--- src/rtl/sirc_pkg.sv ---
// Shared types and constants for the pulse-width IR frame encoder.
`default_nettype none

package sirc_pkg;

  localparam int CMD_W      = 7;
  localparam int ADDR_W     = 13;
  localparam int NBITS_W    = 5;
  localparam int FRAME_W    = CMD_W + ADDR_W;
  localparam int RATE_W     = 24;
  localparam int TICK_W     = 15;
  // 3 * rate fits in 26 bits; ticks(us) = us/200 * rate / 5000
  localparam int DIVIDEND_W = RATE_W + 2;
  localparam int QUO_W      = 14;
  localparam int REM_W      = 13;
  // floor(d / 5000) = (d * ceil(2^39 / 5000)) >> 39, exact for d < 2^26
  localparam int RECIP_W     = 27;
  localparam int RECIP_SHIFT = 39;
  localparam int PROD_W      = DIVIDEND_W + RECIP_W;

  localparam logic [RECIP_W-1:0] RECIP_5000 = 27'd109951163;

  localparam logic [REM_W-1:0]  DIVISOR     = 13'd5000;
  localparam logic [REM_W-1:0]  REM_QUARTER = 13'd1250;
  localparam logic [REM_W-1:0]  REM_HALF    = 13'd2500;
  localparam logic [REM_W-1:0]  REM_3QUART  = 13'd3750;
  localparam logic [TICK_W-1:0] TICK_MAX    = 15'h7FFF;

  // durations at the reset tick rate of 1 MHz
  localparam logic [TICK_W-1:0] RST_GAP_TICKS = 15'd600;
  localparam logic [TICK_W-1:0] RST_ONE_TICKS = 15'd1200;
  localparam logic [TICK_W-1:0] RST_HDR_TICKS = 15'd2400;

  typedef enum logic [2:0] {
    ST_IDLE,
    ST_CALC,
    ST_HDR,
    ST_BITS,
    ST_CLOSE
  } sirc_state_t;

  typedef enum logic [1:0] {
    SYM_NONE,
    SYM_HDR,
    SYM_BIT,
    SYM_CLOSE
  } sym_kind_t;

  typedef struct packed {
    logic      load_frame;
    logic      calc_start;
    sym_kind_t emit;
  } sirc_cmd_t;

  typedef struct packed {
    logic calc_done;
    logic no_bits;
    logic last_bit;
  } sirc_stat_t;

endpackage

`default_nettype wire

--- src/rtl/sirc_div.sv ---
// Pipelined divider by the fixed constant 5000 using a reciprocal multiply.
`default_nettype none

module sirc_div
  import sirc_pkg::*;
(
  input  wire logic                  clk,
  input  wire logic                  rst,
  input  wire logic                  start,
  input  wire logic [DIVIDEND_W-1:0] dividend,
  output logic                       running,
  output logic                       done,
  output logic [QUO_W-1:0]           quo,
  output logic [REM_W-1:0]           rem
);

  logic                  mul_pend;
  logic                  quo_pend;
  logic                  rem_pend;
  logic [DIVIDEND_W-1:0] dvd;
  logic [PROD_W-1:0]     prod;
  logic [DIVIDEND_W-1:0] quo_scaled;
  logic [DIVIDEND_W-1:0] rem_full;

  assign quo_scaled = DIVIDEND_W'(quo) * DIVIDEND_W'(DIVISOR);
  assign rem_full   = dvd - quo_scaled;
  assign running    = mul_pend | quo_pend | rem_pend;

  // a new start drops any calculation still in the pipe
  always_ff @(posedge clk) begin
    if (rst) begin
      mul_pend <= 1'b0;
      quo_pend <= 1'b0;
      rem_pend <= 1'b0;
      done     <= 1'b0;
    end else begin
      mul_pend <= start;
      quo_pend <= mul_pend && !start;
      rem_pend <= quo_pend && !start;
      done     <= rem_pend && !start;
    end
  end

  always_ff @(posedge clk) begin
    if (start)    dvd  <= dividend;
    if (mul_pend) prod <= PROD_W'(dvd) * PROD_W'(RECIP_5000);
    if (quo_pend) quo  <= prod[PROD_W-1:RECIP_SHIFT];
    if (rem_pend) rem  <= rem_full[REM_W-1:0];
  end

endmodule

`default_nettype wire

--- src/rtl/sirc_dp.sv ---
// Datapath: tick table, frame shifter, bit counter and result registers.
`default_nettype none

module sirc_dp
  import sirc_pkg::*;
#(
  parameter int MAX_FRAME_BITS = 20
)
(
  input  wire logic               clk,
  input  wire logic               rst,
  input  wire sirc_cmd_t          cmd,
  output sirc_stat_t              stat,
  input  wire logic [RATE_W-1:0]  cfg_data,
  input  wire logic [CMD_W-1:0]   command_code,
  input  wire logic [ADDR_W-1:0]  device_address,
  input  wire logic [NBITS_W-1:0] frame_bits,
  output logic                    strobe,
  output logic                    first_level,
  output logic [TICK_W-1:0]       first_ticks,
  output logic                    second_level,
  output logic [TICK_W-1:0]       second_ticks,
  output logic                    last_symbol
);

  logic [DIVIDEND_W-1:0] dividend;
  logic                  div_running;
  logic                  div_done;
  logic [QUO_W-1:0]      quo;
  logic [REM_W-1:0]      rem;

  logic [TICK_W-1:0]     gap_ticks;
  logic [TICK_W-1:0]     one_ticks;
  logic [TICK_W-1:0]     hdr_ticks;
  logic [TICK_W-1:0]     one_ticks_next;
  logic [TICK_W-1:0]     hdr_ticks_next;
  logic [1:0]            hdr_frac;
  logic [TICK_W:0]       hdr_sum;

  logic [FRAME_W-1:0]    frame;
  logic [NBITS_W-1:0]    count;
  logic [NBITS_W-1:0]    count_load;

  // 3 * rate: the 600us gap over 5000
  assign dividend = {1'b0, cfg_data, 1'b0} + {2'b00, cfg_data};

  sirc_div u_div (
    .clk      (clk),
    .rst      (rst),
    .start    (cmd.calc_start),
    .dividend (dividend),
    .running  (div_running),
    .done     (div_done),
    .quo      (quo),
    .rem      (rem)
  );

  // longer durations from the gap quotient and remainder, exact floors; the header saturates at TICK_MAX
  always_comb begin
    if (rem >= REM_3QUART)      hdr_frac = 2'd3;
    else if (rem >= REM_HALF)   hdr_frac = 2'd2;
    else if (rem >= REM_QUARTER) hdr_frac = 2'd1;
    else                        hdr_frac = 2'd0;
    hdr_sum        = {quo, 2'b00} + {14'd0, hdr_frac};
    hdr_ticks_next = (hdr_sum > {1'b0, TICK_MAX}) ? TICK_MAX : hdr_sum[TICK_W-1:0];
    one_ticks_next = {quo, 1'b0} + {14'd0, (rem >= REM_HALF)};
  end

  always_ff @(posedge clk) begin
    if (rst) begin
      gap_ticks <= RST_GAP_TICKS;
      one_ticks <= RST_ONE_TICKS;
      hdr_ticks <= RST_HDR_TICKS;
    end else if (div_done) begin
      gap_ticks <= {1'b0, quo};
      one_ticks <= one_ticks_next;
      hdr_ticks <= hdr_ticks_next;
    end
  end

  always_comb begin
    if (32'(frame_bits) > MAX_FRAME_BITS) count_load = NBITS_W'(MAX_FRAME_BITS);
    else                                  count_load = frame_bits;
  end

  always_ff @(posedge clk) begin
    if (cmd.load_frame) begin
      frame <= {device_address, command_code};
      count <= count_load;
    end else if (cmd.emit == SYM_BIT) begin
      frame <= {1'b0, frame[FRAME_W-1:1]};
      count <= count - 1'b1;
    end
  end

  assign stat.calc_done = div_done;
  assign stat.no_bits   = (count == '0);
  assign stat.last_bit  = (count == NBITS_W'(1));

  always_ff @(posedge clk) begin
    if (rst) strobe <= 1'b0;
    else     strobe <= (cmd.emit != SYM_NONE);
  end

  always_ff @(posedge clk) begin
    case (cmd.emit)
      SYM_HDR: begin
        first_level  <= 1'b1;
        first_ticks  <= hdr_ticks;
        second_level <= 1'b0;
        second_ticks <= gap_ticks;
        last_symbol  <= 1'b0;
      end
      SYM_BIT: begin
        first_level  <= 1'b1;
        first_ticks  <= frame[0] ? one_ticks : gap_ticks;
        second_level <= 1'b0;
        second_ticks <= gap_ticks;
        last_symbol  <= 1'b0;
      end
      SYM_CLOSE: begin
        first_level  <= 1'b0;
        first_ticks  <= gap_ticks;
        second_level <= 1'b0;
        second_ticks <= '0;
        last_symbol  <= 1'b1;
      end
      default: begin
      end
    endcase
  end

  a_bit_needs_count: assert property (@(posedge clk) disable iff (rst)
    (cmd.emit == SYM_BIT) |-> (count != '0))
    else $error("bit symbol emitted with no bits left");

  a_no_emit_while_calc: assert property (@(posedge clk) disable iff (rst)
    div_running |-> (cmd.emit == SYM_NONE) && !cmd.load_frame)
    else $error("frame activity while tick table is recalculated");

  a_calc_outside_frame: assert property (@(posedge clk) disable iff (rst)
    cmd.calc_start |-> (cmd.emit == SYM_NONE) && !cmd.load_frame)
    else $error("tick recalculation started during frame activity");

endmodule

`default_nettype wire

--- src/rtl/sirc_ctrl.sv ---
// Controller state machine sequencing table updates and frame symbols.
`default_nettype none

module sirc_ctrl
  import sirc_pkg::*;
(
  input  wire logic       clk,
  input  wire logic       rst,
  input  wire logic       start,
  input  wire logic       cfg_write,
  input  wire sirc_stat_t stat,
  output sirc_cmd_t       cmd,
  output logic            busy
);

  sirc_state_t state;
  sirc_state_t state_next;

  always_ff @(posedge clk) begin
    if (rst) state <= ST_IDLE;
    else     state <= state_next;
  end

  always_comb begin
    state_next = state;
    case (state)
      ST_IDLE: begin
        if (cfg_write)  state_next = ST_CALC;
        else if (start) state_next = ST_HDR;
      end
      ST_CALC: begin
        if (stat.calc_done && !cfg_write) state_next = ST_IDLE;
      end
      ST_HDR: begin
        state_next = stat.no_bits ? ST_CLOSE : ST_BITS;
      end
      ST_BITS: begin
        if (stat.last_bit) state_next = ST_CLOSE;
      end
      ST_CLOSE: begin
        state_next = ST_IDLE;
      end
      default: begin
        state_next = ST_IDLE;
      end
    endcase
  end

  // a config write in idle blocks the start transfer of that cycle
  always_comb begin
    cmd.load_frame = 1'b0;
    cmd.calc_start = 1'b0;
    cmd.emit       = SYM_NONE;
    busy           = 1'b1;
    case (state)
      ST_IDLE: begin
        busy           = cfg_write;
        cmd.calc_start = cfg_write;
        cmd.load_frame = start && !cfg_write;
      end
      // a further write restarts the recalculation
      ST_CALC:  cmd.calc_start = cfg_write;
      ST_HDR:   cmd.emit = SYM_HDR;
      ST_BITS:  cmd.emit = SYM_BIT;
      ST_CLOSE: cmd.emit = SYM_CLOSE;
      default:  cmd.emit = SYM_NONE;
    endcase
  end

  a_hdr_then_close: assert property (@(posedge clk) disable iff (rst)
    (state == ST_HDR && stat.no_bits) |=> (state == ST_CLOSE))
    else $error("empty frame did not go straight to closing symbol");

  a_calc_returns_idle: assert property (@(posedge clk) disable iff (rst)
    (state == ST_CALC && stat.calc_done && !cfg_write) |=> (state == ST_IDLE))
    else $error("tick recalculation did not finish");

  a_accept_goes_hdr: assert property (@(posedge clk) disable iff (rst)
    (start && !busy) |=> (state == ST_HDR))
    else $error("accepted scan code did not start a frame");

endmodule

`default_nettype wire

--- src/rtl/sirc_ir_pulse_encoder_core.sv ---
// Top level of the pulse-width IR frame encoder.
//
// Usage: present command_code, device_address and frame_bits with start high;
// the scan code transfers at a clock edge where start is high and busy is low.
// The block then emits one symbol per cycle on strobe: a header, one symbol per
// data bit (LSB first, frame_bits clamped to MAX_FRAME_BITS) and a closing
// symbol flagged by last_symbol. Each strobe lasts one cycle and the receiver
// cannot stall it. The header strobe is registered from the header state that
// the start transfer enters. An n-bit frame has n + 2 symbols, and busy drops
// while the closing symbol is on the outputs, so a new scan code can transfer
// in that cycle. cfg_write with cfg_data sets the tick rate in hertz; a write
// during a frame is ignored. After a write, the symbol durations are recomputed
// by a pipelined reciprocal multiply by 1/5000: busy is high from the write
// cycle until the new durations are loaded, and a further write in that window
// restarts the recalculation.
// Reset (rst, synchronous) clears the sequencer and loads the 1 MHz durations.
`default_nettype none

module sirc_ir_pulse_encoder_core
  import sirc_pkg::*;
#(
  parameter int MAX_FRAME_BITS = 20
)
(
  input  wire logic               clk,
  input  wire logic               rst,
  input  wire logic               start,
  output logic                    busy,
  input  wire logic [CMD_W-1:0]   command_code,
  input  wire logic [ADDR_W-1:0]  device_address,
  input  wire logic [NBITS_W-1:0] frame_bits,
  input  wire logic               cfg_write,
  input  wire logic [RATE_W-1:0]  cfg_data,
  output logic                    strobe,
  output logic                    first_level,
  output logic [TICK_W-1:0]       first_ticks,
  output logic                    second_level,
  output logic [TICK_W-1:0]       second_ticks,
  output logic                    last_symbol
);

  sirc_cmd_t  cmd;
  sirc_stat_t stat;

  sirc_ctrl u_ctrl (
    .clk       (clk),
    .rst       (rst),
    .start     (start),
    .cfg_write (cfg_write),
    .stat      (stat),
    .cmd       (cmd),
    .busy      (busy)
  );

  sirc_dp #(
    .MAX_FRAME_BITS (MAX_FRAME_BITS)
  ) u_dp (
    .clk            (clk),
    .rst            (rst),
    .cmd            (cmd),
    .stat           (stat),
    .cfg_data       (cfg_data),
    .command_code   (command_code),
    .device_address (device_address),
    .frame_bits     (frame_bits),
    .strobe         (strobe),
    .first_level    (first_level),
    .first_ticks    (first_ticks),
    .second_level   (second_level),
    .second_ticks   (second_ticks),
    .last_symbol    (last_symbol)
  );

endmodule

`default_nettype wire
--- config.mk ---
export PLATFORM = sky130hd
export DESIGN_NAME = sirc_ir_pulse_encoder_core
export DESIGN_NICKNAME = d
export VERILOG_FILES = /design/src/rtl/sirc_pkg.sv /design/src/rtl/sirc_div.sv /design/src/rtl/sirc_dp.sv /design/src/rtl/sirc_ctrl.sv /design/src/rtl/sirc_ir_pulse_encoder_core.sv
export SDC_FILE = /design/constraint.sdc
export NUM_CORES = 1
export LEC_CHECK = 0
export BUFFER_PORTS_ARGS = -buffer_cell sky130_fd_sc_hd__clkbuf_2
export CELL_PAD_IN_SITES_DETAIL_PLACEMENT = 1
export CELL_PAD_IN_SITES_GLOBAL_PLACEMENT = 2
export CORE_ASPECT_RATIO = 1.5
export CORE_MARGIN = 2
export CORE_UTILIZATION = 47
export CTS_CLUSTER_DIAMETER = 150
export DETAILED_ROUTE_END_ITERATION = 10
export GPL_ROUTABILITY_DRIVEN = 0
export PLACE_DENSITY = 0.91
export SYNTH_ARGS = -nofsm -noshare
export SYNTH_HDL_FRONTEND = slang
export SYNTH_SLANG_ARGS = --single-unit
--- constraint.sdc ---
create_clock -name clk -period 15.3 [get_ports clk]
set_input_delay 0.765 -clock clk [delete_from_list [all_inputs] [get_ports clk]]
set_output_delay 0.765 -clock clk [all_outputs]
set_load 0.01 [all_outputs]
==> results.md, run 1 <==
- Outcome: complete, no violations
- PnR worst setup slack: 7.719 ns
- Design Area, Final: 21650 sq um
- Clk_skew: 0.03255 ns
- CTS H-Tree Depth: 4
- EDFF count, synth: 122
- Period utilization: 49.55%
- Worst hold path class: reg2reg
- Die W: 172.4 microns
- PostCTS Resize Cnt: 0
- Root Driver: clkbuf_16
- Crit-path cells: ha_1, inv_1, fa_1, inv_1, fa_1, inv_1, fa_1, inv_1, fa_1, fa_1, inv_1, fa_1, inv_1, ha_1, a21oi_1, o21ai_0, or4_1, o31a_1, o221ai_4, o31ai_2, or4_1, nand3_1
- Layout cells sized above 1: 7.724%
- WL per Instance: 21.64 microns
- Xor and xnor area share after synthesis: 2.585%
- CP Capture Type: flop
- FF/Latch Area: 4424 sq um
- Fill cells: 4675
- FMAX: 0.1319 GHz
- Minimum clock period: 7.581 ns
- Post-DP HPWL: 47.81 mm
- Cell variety after synth: 57
- Effective utilization at floorplan: 47.57%
- Largest net degree at the start of global routing: 37
- Seq/Total Area, Yosys: 22.13%
- Ant. Diodes: 0
- Least-Margin Pin Slew: 1.167 ns
- Main combinational cell family by area after synthesis: adder cells
- Setup TNS: 0 ns
- Num CTS Buffers: 17
- Clock latency at the later pin of the worst-skew pair: 0.47 ns
- CTS tree: built
- Final ANT Viol Nets: 0
- Post-CTS Setup Bufs: 0
- Vias post-DR: 13480
- Mux cell area share after synthesis: 1.621%
- Global route total overflow: 0
- CP Max Fanout: 8
- Post-placement setup slack: 7.846 ns
- Multi-input logic area: 13440 sq um
- Routed WL: 54.80 mm
- Synth Flop Type: edfxtp_1
- Initial antenna violation count: 0
- FFs w/ async S/R, synth: 0%
- Final setup violation count: 0
- CTS clk-pin slew, worst paths: 0.09 ns
- Synth Instances: 1867
- Critical path class: reg2reg
- Adder-Cell Fraction of Synth Area: 50.38%
- First drt pass iteration count: 6
- Initial DRC Count: 540
- Max Slew Vio Count: 0
- IO Pins: 88
- RSZ-0062 raised after global routing: no
- Critical-path top delay cell: edfxtp_1
- Final Hold Viols: 0
- Largest stage delay, worst path: 0.68 ns
- Global-route wire length before repair: 86.60 mm
- Max Cap Viol: 0
- CP top delay family: adder cells
- Yosys reg bits: 160
- Vias in the first global route: 15890
- Area of the mapped netlist: 19990 sq um
- Simple-gate share of the synthesized area: 5.020%
- Core Region: 42020 sq um
- Rel. slew slack: 22.18%
- Worst Path Required: 15.61 ns
- GRT Overall Usage: 26.34%
- Vias per cell: 5.323
- Worst path bufs/invs: 6
- CTS Sinks: 160
- WP data arrival: 7.89 ns
- Area post-placement: 21070 sq um
- Total Die Area: 44230 sq um
- Die Y: 256.6 microns
- FP Rows: 92
- Syn. warnings: 0
- Synth Area in Compound Gates: 7.556%
- Drt drc: 0
- Port Buffer Count: 85
- Setup crit start kind: flop
- Final layout net count: 2628
- CTS max path bufs: 2
- P&R area growth vs syn: 8.294%
- Mean cell area of the mapped netlist: 10.71 sq um
- Hold Buf Count CTS: 0
-- Yosys cell counts (all sizes together), types with 3 or more instances --
cell / count / area share [%]
a211o: 3 / 0.13
a211oi: 9 / 0.34
a21boi: 5 / 0.19
a21o: 36 / 1.4
a21oi: 72 / 1.8
a221oi: 3 / 0.13
a222oi: 14 / 0.70
a31oi: 3 / 0.094
and2: 17 / 0.53
and3: 7 / 0.22
and4: 3 / 0.13
buf: 4 / 0.11
clkbuf: 17 / 0.32
dfxtp: 38 / 3.8
edfxtp: 122 / 18
fa: 308 / 31
ha: 312 / 20
inv: 546 / 10
mux2: 19 / 1.1
mux2i: 11 / 0.55
nand2: 41 / 0.77
nand2b: 15 / 0.47
nand3: 10 / 0.25
nand4: 4 / 0.13
nor2: 66 / 1.2
nor2b: 13 / 0.41
nor3: 8 / 0.20
nor3b: 3 / 0.11
o2111ai: 3 / 0.13
o211ai: 6 / 0.23
o21a: 10 / 0.38
o21ai: 36 / 0.90
o22ai: 9 / 0.28
o31ai: 3 / 0.14
or2: 7 / 0.22
or3: 5 / 0.16
xnor2: 40 / 1.8
xor2: 19 / 0.83
-- worst reg2reg max path: stages, from the launching register on --
cell and delay (ns):
edfxtp_1 0.68, ha_1 0.54, inv_1 0.23, fa_1 0.55, inv_1 0.07, fa_1 0.54, inv_1 0.06, fa_1 0.50
inv_1 0.05, fa_1 0.48, fa_1 0.56, inv_1 0.06, fa_1 0.53, inv_1 0.04, ha_1 0.35, a21oi_1 0.15
o21ai_0 0.12, or4_1 0.48, o31a_1 0.39, o221ai_4 0.28, o31ai_2 0.17, or4_1 0.49, nand3_1 0.09
-- cell type report --
| cell class | instances | share of cell area [%] |
|---|---|---|
| clock buffers | 18 | 1.983 |
| clock inverters | 14 | 0.6705 |
| inverters | 546 | 9.468 |
| multi-input cells | 1141 | 62.07 |
| flip-flops and latches | 160 | 20.44 |
| well taps | 564 | 3.260 |
| repair buffers | 89 | 2.104 |
-- logic make-up (layout without fill, tap and decap cells) --
group | Yosys count | after routing
buffers and inverters | 567 | 667
adders and majority gates | 620 | 620
muxes | 30 | 30
AOI/OAI and AO/OA | 226 | 226
xor gates and xnor gates | 59 | 59
DFF | 160 | 160
and+or+nand+nor | 204 | 204
other | 1 | 2
-- layout by cell type, fill, tap and decap left out, types with 8 or more instances in the layout --
cell type / n
edfxtp_1: 122
xor2_1: 19
fa_1: 308
a211oi_1: 9
nor2b_1: 13
nand2_1: 41
o22ai_1: 9
nor3_1: 8
nor2_1: 66
clkbuf_16: 17
dfxtp_1: 38
a21oi_1: 72
mux2_2: 19
xnor2_1: 40
inv_1: 546
nand3_1: 10
a21o_1: 36
mux2i_1: 11
o21a_1: 10
o21ai_0: 35
ha_1: 312
clkbuf_2: 85
and2_1: 17
nand2b_1: 15
a222oi_1: 14
-- layer usage --
layer,vias up,wire (microns),track usage (%)
met5,-,0,0
met2,330,30290,49.62
met4,0,4450,18.37
met3,189,1395,3.272
li1,6081,-,-
met1,6879,18660,26.06
-- state kept, by name, indices dropped and copies added (netlist names), 3 cells and up --
| name | cells |
|---|---|
| u_dp.u_div.rem | 12 |
| u_dp.u_div.prod | 14 |
| u_dp.frame | 20 |
| u_dp.hdr_ticks | 15 |
| u_dp.u_div.dvd | 26 |
| u_dp.count | 5 |
| u_dp.second_ticks | 14 |
| u_dp.one_ticks | 15 |
| u_ctrl.state | 3 |
| u_dp.first_ticks | 15 |
| u_dp.u_div.quo | 14 |
-- path summary, 6_finish.rpt --
| path | from | end | slack [ns] | cells after the start |
|---|---|---|---|---|
| setup / recovery | u_dp.u_div.dvd[8] | u_dp.u_div.prod[51] | 7.72 | 22 |
| hold / removal | u_dp.u_div.prod[43] | u_dp.u_div.quo[4] | 0.41 | 0 |
| setup reg to reg | u_dp.u_div.dvd[8] | u_dp.u_div.prod[51] | 7.72 | 22 |
| hold reg to reg | u_dp.u_div.prod[43] | u_dp.u_div.quo[4] | 0.41 | 0 |
-- metrics by stage --
stage	std cells	utilization [%]	hold WS, ns
floorplan	1868	-	0.4003
global placement	2500	50.15	0.4041
detailed placement	2500	50.15	0.4059
CTS	2532	51.52	0.4197
global route	2532	51.52	0.4271
finish	2532	51.52	0.4134
Power of run 1 is not shown: default switching activity piles up to over one toggle a cycle in this logic, so the estimate is an artifact.
==> run 2: changes to the inputs <==
--- a/config.mk
+++ b/config.mk
@@ -10,11 +10,11 @@
 export CELL_PAD_IN_SITES_GLOBAL_PLACEMENT = 2
 export CORE_ASPECT_RATIO = 1.5
 export CORE_MARGIN = 2
-export CORE_UTILIZATION = 47
+export CORE_UTILIZATION = 39
 export CTS_CLUSTER_DIAMETER = 150
 export DETAILED_ROUTE_END_ITERATION = 10
 export GPL_ROUTABILITY_DRIVEN = 0
-export PLACE_DENSITY = 0.91
+export PLACE_DENSITY = 0.81
 export SYNTH_ARGS = -nofsm -noshare
 export SYNTH_HDL_FRONTEND = slang
 export SYNTH_SLANG_ARGS = --single-unit
==> constraint.sdc (replaced) <==
create_clock -name clk -period 6.1 [get_ports clk]
set_input_delay 0.305 -clock clk [delete_from_list [all_inputs] [get_ports clk]]
set_output_delay 0.305 -clock clk [all_outputs]
set_load 0.01 [all_outputs]
==> run 2 against run 1 <==
Effect of this change: core utilization fell by 3.3 points; critical path type unchanged; clock-buffer cell count unchanged; non-clock buffer count up 247; fmax grew 13%; wire length up 7.2%; the run now ends with negative setup slack left; final cell count increased by 14%; worst hold slack lost 0.38 ns; sequential cell count did not move.
==> results.md, run 2 (same netlist as run 1, synthesis figures left out) <==
- Total Die Area: 53120 sq um (+20%)
- Largest regs: u_dp.u_div.dvd: 26 flops, u_dp.frame: 20 flops
- Initial antenna violation count: 1 (+1)
- Reg-to-Reg Start: u_dp.u_div.dvd[6]
- Root Driver: clkbuf_16
- Most frequent cells in the layout: inv_1 (510), fa_1 (279), ha_1 (273)
- Placed cells: 2804 (+12%)
- GR peak layer: met2
- Post-DP HPWL: 50.79 mm (+6.2%)
- Effective utilization at floorplan: 39.44% (-8.1 points)
- Worst hold slack: 0.03447 ns (-0.3789 ns)
- Global route total overflow: 0 (unchanged)
- Vias in the first global route: 16840 (+6.0%)
- CTS H-Tree Depth: 4 (unchanged)
- Grt met2 use: 44.89% (-4.7 points)
- WP data arrival: 7.03 ns (-0.86 ns)
- Clk_skew: 0.01520 ns (-0.01735 ns)
- Final setup violation count: 14 (+14)
- Final Hold Viols: 0 (unchanged)
- Layout cells sized above 1: 24.29% (+17 points)
- Least-Margin Pin Slew: 1.224 ns (+0.05653 ns)
- Critical path class: reg2reg
- CTS Sinks: 160 (unchanged)
- Max Cap Viol: 0 (unchanged)
- P&R area growth vs syn: 22.12%
- Ant. Diodes: 0 (unchanged)
- Die Y: 281.3 microns (+9.6%)
- Worst Path Required: 6.43 ns (-9.18 ns)
- Minimum clock period: 6.700 ns (-0.8803 ns)
- Register-to-register path setup slack: -0.60 ns (-8.32 ns)
- Min-Delay Startpoint: cfg_data[0]
- Clock latency at the later pin of the worst-skew pair: 0.47 ns (about the same)
- WL per Instance: 20.38 microns (-5.9%)
- Reg-to-Reg End: u_dp.u_div.prod[51]
- Worst hold path class: in2reg
- Outcome: complete, but fails checks
- Met3 usage: 2.298% (-0.97 points)
- R2R cell count: 24 (+9.1%)
- Rel. slew slack: 18.41% (-3.8 points)
- IO Pins: 88 (unchanged)
- Failing checks: negative setup slack
- Vias per cell: 4.938 (-7.2%)
- Worst hold path cell count: 1 (+1)
- Hold Path Sink: u_dp.u_div.dvd[0]
- Commonest non-fill, non-tap cell in the layout: inv_1
- Core Region: 50670 sq um (+21%)
- Final core occ: 48.17% (-3.3 points)
- FMAX: 0.1492 GHz (+13%)
- Final layout net count: 2875 (+9.4%)
- CP Max Fanout: 5 (-3)
- Routed WL: 58.76 mm (+7.2%)
- Fin cells: 2884 (+14%)
- Most flops, register: u_dp.u_div.dvd
- Largest net degree at the start of global routing: 43 (+16%)
- Period utilization: 109.8% (+60 points)
- CTS max path bufs: 2 (unchanged)
- Max reg flops: 26 (unchanged)
- FP Rows: 101 (+9.8%)
- GRT met1 Usage: 22.76% (-3.3 points)
- Hold Buf Count CTS: 0 (unchanged)
- Area post-placement: 22980 sq um (+9.0%)
- CTS tree: built
- CP Capture Type: flop
- GRT Overall Usage: 23.08% (-3.3 points)
- Max Slew Vio Count: 0 (unchanged)
- PnR worst setup slack: -0.6005 ns (-8.320 ns)
- CTS clk-pin slew, worst paths: 0.08 ns (about the same)
- Final ANT Viol Nets: 0 (unchanged)
- Global-route wire length before repair: 91.31 mm (+5.4%)
- Num CTS Buffers: 17 (unchanged)
- First drt pass iteration count: 7 (+1)
- Setup crit start kind: flop
- Port Buffer Count: 85 (unchanged)
- Die W: 188.8 microns (+9.6%)
- RSZ-0062 raised after global routing: yes
- Vias post-DR: 14240 (+5.7%)
- Drt drc: 0 (unchanged)
- Design Area, Final: 24410 sq um (+13%)
- Initial DRC Count: 600 (+11%)
run 2: cell types whose count changed in the layout (fill, tap and decap cells not counted), moves of 14 or more:
cell     change
buf_4      +235
inv_1       -36
inv_2       +33
fa_1        -29
a21oi_1     -14
ha_1        -39
fa_2        +29
ha_4        +33
run 2: layout make-up:
type / count / area (sq um)
clock buffers: 18 / 450.4
clock inverters: 14 / 116.4
fillers: 5569 / 26270
inverters: 546 / 2059
multi-input cells: 1141 / 14160
flip-flops and latches: 160 / 4424
well taps: 669 / 837.1
repair buffers: 336 / 2364
run 2: per-stage QoR:
| step | setup TNS [ns] | setup slack (ns) |
|---|---|---|
| 5_1_grt | -9.025 | -0.7697 |
| 2_1_floorplan | -0.3772 | -0.1054 |
| 4_1_cts | -6.151 | -0.5740 |
| 3_5_place_dp | -7.432 | -0.6770 |
| 3_3_place_gp | -5.698 | -0.5151 |
| 6_report | -6.572 | -0.6005 |
run 2: repair_timing:
item / CTS / global route
gates cloned: 0 / 0
pin swaps: 68 / 57
endpoints found under the setup margin: 14 / 14
setup buffers: 32 / 17
resized for setup: 66 / 60
run 2: per-layer routing:
| metal | wire [microns] | share of wire [%] | vias up |
|---|---|---|---|
| met5 | 0 | 0 | - |
| met4 | 4324 | 7.4 | 0 |
| met3 | 1579 | 2.7 | 161 |
| met2 | 32350 | 55 | 317 |
| met1 | 20510 | 35 | 7190 |
| li1 | - | - | 6574 |
run 2: worst max-delay path, cell delays in order (launching register included):
cell and delay, ns:
edfxtp_1 0.57, inv_2 0.10, ha_4 0.29, clkinv_4 0.06
fa_1 0.53, inv_2 0.05, fa_1 0.49, inv_1 0.06
fa_1 0.47, inv_1 0.05, fa_1 0.49, inv_1 0.05
fa_1 0.49, inv_2 0.04, fa_1 0.57, inv_2 0.06
ha_4 0.17, a21oi_4 0.16, o21ai_2 0.09, or4_1 0.49
o31a_1 0.35, o221ai_4 0.30, o31ai_4 0.11, or4_1 0.41
nand3_1 0.08
run 2: worst max-delay path by stage:
| stage | startpoint | cells after the start | slack (ns) | endpoint |
|---|---|---|---|---|
| final | u_dp.u_div.dvd[6] | 24 | -0.60 | u_dp.u_div.prod[51] |
| after floorplan | u_dp.u_div.dvd[6] | 24 | -0.11 | u_dp.u_div.prod[51] |
| after global routing | u_dp.u_div.dvd[24] | 22 | -0.77 | u_dp.u_div.prod[52] |
| after global placement | u_dp.u_div.dvd[12] | 20 | -0.52 | u_dp.u_div.prod[47] |
| after detailed placement | u_dp.u_div.dvd[24] | 21 | -0.68 | u_dp.u_div.prod[49] |
| after CTS | u_dp.u_div.dvd[24] | 21 | -0.57 | u_dp.u_div.prod[49] |
Power of run 2 is left out for the same reason.
==> run 3: changes to the inputs <==
--- a/config.mk
+++ b/config.mk
@@ -6,15 +6,13 @@
 export NUM_CORES = 1
 export LEC_CHECK = 0
 export BUFFER_PORTS_ARGS = -buffer_cell sky130_fd_sc_hd__clkbuf_2
-export CELL_PAD_IN_SITES_DETAIL_PLACEMENT = 1
-export CELL_PAD_IN_SITES_GLOBAL_PLACEMENT = 2
 export CORE_ASPECT_RATIO = 1.5
 export CORE_MARGIN = 2
-export CORE_UTILIZATION = 39
+export CORE_UTILIZATION = 56
 export CTS_CLUSTER_DIAMETER = 150
 export DETAILED_ROUTE_END_ITERATION = 10
 export GPL_ROUTABILITY_DRIVEN = 0
-export PLACE_DENSITY = 0.81
+export PLACE_DENSITY = 0.78
 export SYNTH_ARGS = -nofsm -noshare
 export SYNTH_HDL_FRONTEND = slang
 export SYNTH_SLANG_ARGS = --single-unit
==> run 3 against run 2 <==
Effect of this change: clock-buffer cell count did not move; non-clock buffer count fell by 29; the flow still finishes with violations (negative setup slack); final area fell by 2.6%; global-route usage rose by 7.3 points; critical path depth fell by 4; clock skew fell by 0.0025 ns; sequential share of layout area rose by 0.49 points; critical endpoint is now u_dp.u_div.prod[52].
==> results.md, run 3 (same netlist as run 1, synthesis figures left out) <==
- Clk_skew: 0.01272 ns (-0.002482 ns)
- Final setup violation count: 14 (unchanged)
- Period utilization: 111.2% (+1.4 points)
- Setup TNS: -6.525 ns (+0.04738 ns)
- R2R cell count: 20 (-17%)
- First drt pass iteration count: 5 (-2)
- Vias per cell: 5.466 (+11%)
- Final layout net count: 2846 (-1.0%)
- Total Die Area: 37250 sq um (-30%)
- Worst hold path class: in2reg
- Clock latency at the later pin of the worst-skew pair: 0.46 ns (about the same)
- Reg-to-Reg End: u_dp.u_div.prod[52]
- Hold Path Sink: u_dp.u_div.dvd[0]
- Vias post-DR: 14530 (+2.1%)
- Critical-path top delay cell: fa_2
- Setup crit start kind: flop
- Crit-path cells: fa_2, inv_2, fa_1, inv_2, fa_1, fa_2, fa_2, fa_1, inv_1, fa_1, inv_2, ha_4, a21oi_2, o21ai_2, or4_1, o31a_1, o221ai_4, o31ai_4, o41ai_2, xnor2_1
- Final ANT Viol Nets: 0 (unchanged)
- Most used cell along the critical path: fa_1
- Max reg flops: 26 (unchanged)
- Drt drc: 0 (unchanged)
- WP data arrival: 6.98 ns (-0.05 ns)
- CTS max path bufs: 2 (unchanged)
- Critical path class: reg2reg
- Die Y: 235.4 microns (-16%)
- GRT Overall Usage: 30.37% (+7.3 points)
- Effective utilization at floorplan: 56.94% (+17 points)
- Vias in the first global route: 16210 (-3.7%)
- Worst hold slack: 0.03739 ns (+0.002919 ns)
- Max Slew Vio Count: 0 (unchanged)
- Outcome: complete, but fails checks
- CP Capture Type: flop
- Initial DRC Count: 785 (+31%)
- Failing checks: negative setup slack
- Most flops, register: u_dp.u_div.dvd
- FP Rows: 84 (-17%)
- Register-to-register path setup slack: -0.68 ns (-0.08 ns)
- Grt met2 use: 53.37% (+8.5 points)
- Most frequent cells in the layout: inv_1 (521), fa_1 (288), ha_1 (283)
- Least-Margin Pin Slew: 1.124 ns (-0.09980 ns)
- GR peak layer: met2
- Min-Delay Startpoint: cfg_data[0]
- Layout cells sized above 1: 21.36% (-2.9 points)
- Fin cells: 2659 (-7.8%)
- IO Pins: 88 (unchanged)
- CTS clk-pin slew, worst paths: 0.08 ns (about the same)
- Minimum clock period: 6.784 ns (+0.08315 ns)
- Port Buffer Count: 85 (unchanged)
- Rel. slew slack: 24.88% (+6.5 points)
- P&R area growth vs syn: 18.92%
- Routed WL: 53.79 mm (-8.5%)
- Root Driver: clkbuf_16
- CTS tree: built
- Die W: 158.3 microns (-16%)
- Placed cells: 2599 (-7.3%)
- Worst hold path cell count: 1 (unchanged)
- PnR worst setup slack: -0.6836 ns (-0.08315 ns)
- FMAX: 0.1474 GHz (-1.2%)
- WL per Instance: 20.23 microns (-0.71%)
- Commonest non-fill, non-tap cell in the layout: inv_1
- RSZ-0062 raised after global routing: yes
- Largest regs: u_dp.u_div.dvd: 26 flops, u_dp.frame: 20 flops
- Ant. Diodes: 0 (unchanged)
- Largest stage delay, worst path: 0.61 ns (+0.04 ns)
- Max Cap Viol: 0 (unchanged)
- Global route total overflow: 0 (unchanged)
- Global-route wire length before repair: 84.04 mm (-8.0%)
- CP top delay family: adder cells
- Reg-to-Reg Start: u_dp.u_div.dvd[14]
- Hold Buf Count CTS: 0 (unchanged)
- Largest net degree at the start of global routing: 43 (unchanged)
- Final Hold Viols: 0 (unchanged)
- Post-DP HPWL: 44.27 mm (-13%)
- Initial antenna violation count: 0 (-1)
- Met3 usage: 5.799% (+3.5 points)
- Core Region: 35100 sq um (-31%)
- Num CTS Buffers: 17 (unchanged)
- Worst path bufs/invs: 4 (-4)
- CTS H-Tree Depth: 4 (unchanged)
- CP Max Fanout: 5 (unchanged)
- GRT met1 Usage: 29.80% (+7.0 points)
- CTS Sinks: 160 (unchanged)
- Worst Path Required: 6.30 ns (-0.13 ns)
## run 3: worst max path at each step
| stage | startpoint | to | slack [ns] | depth (start not counted) |
|---|---|---|---|---|
| 6_report | u_dp.u_div.dvd[14] | u_dp.u_div.prod[52] | -0.68 | 20 |
| 5_1_grt | u_dp.u_div.dvd[23] | u_dp.u_div.prod[51] | -0.79 | 20 |
| 4_1_cts | u_dp.u_div.dvd[14] | u_dp.u_div.prod[52] | -0.56 | 20 |
| 3_5_place_dp | u_dp.u_div.dvd[16] | u_dp.u_div.prod[52] | -0.55 | 20 |
| 3_3_place_gp | u_dp.u_div.dvd[25] | u_dp.u_div.prod[49] | -0.40 | 21 |
| 2_1_floorplan | u_dp.u_div.dvd[6] | u_dp.u_div.prod[51] | -0.11 | 24 |
## run 3: per-stage QoR
stage | instance area, sq um | utilization [%] | setup WS, ns
final | 23770 | 67.71 | -0.6836
after CTS | 23620 | 67.29 | -0.5576
after global routing | 23770 | 67.71 | -0.7887
after global placement | 22670 | 64.57 | -0.3994
after detailed placement | 22670 | 64.57 | -0.5503
after floorplan | 20260 | - | -0.1054
## run 3: timing repair
| item | in CTS | in global routing |
|---|---|---|
| hold endpoints to repair | 0 | 0 |
| gates cloned | 0 | 0 |
| buffers inserted | 23 | 7 |
| endpoints found under the setup margin | 14 | 14 |
| pin swaps | 38 | 17 |
| resized for setup | 45 | 20 |
## run 3: area by class of cell
cell class / instances / area (sq um)
multi-input combinational: 1141 / 13910
fill: 2491 / 11330
sequential: 160 / 4424
timing repair buffer: 307 / 2120
inverter: 546 / 2059
tap: 473 / 591.8
clock buffer: 18 / 439.2
clock inverter: 14 / 224.0
## run 3: per-layer routing
metal  wire length, microns  up-vias
li1                       -     6534
met1                  17200     7110
met2                  27510      602
met3                   3084      288
met4                   6007        0
met5                      0        -
Power of run 3 is left out for the same reason.
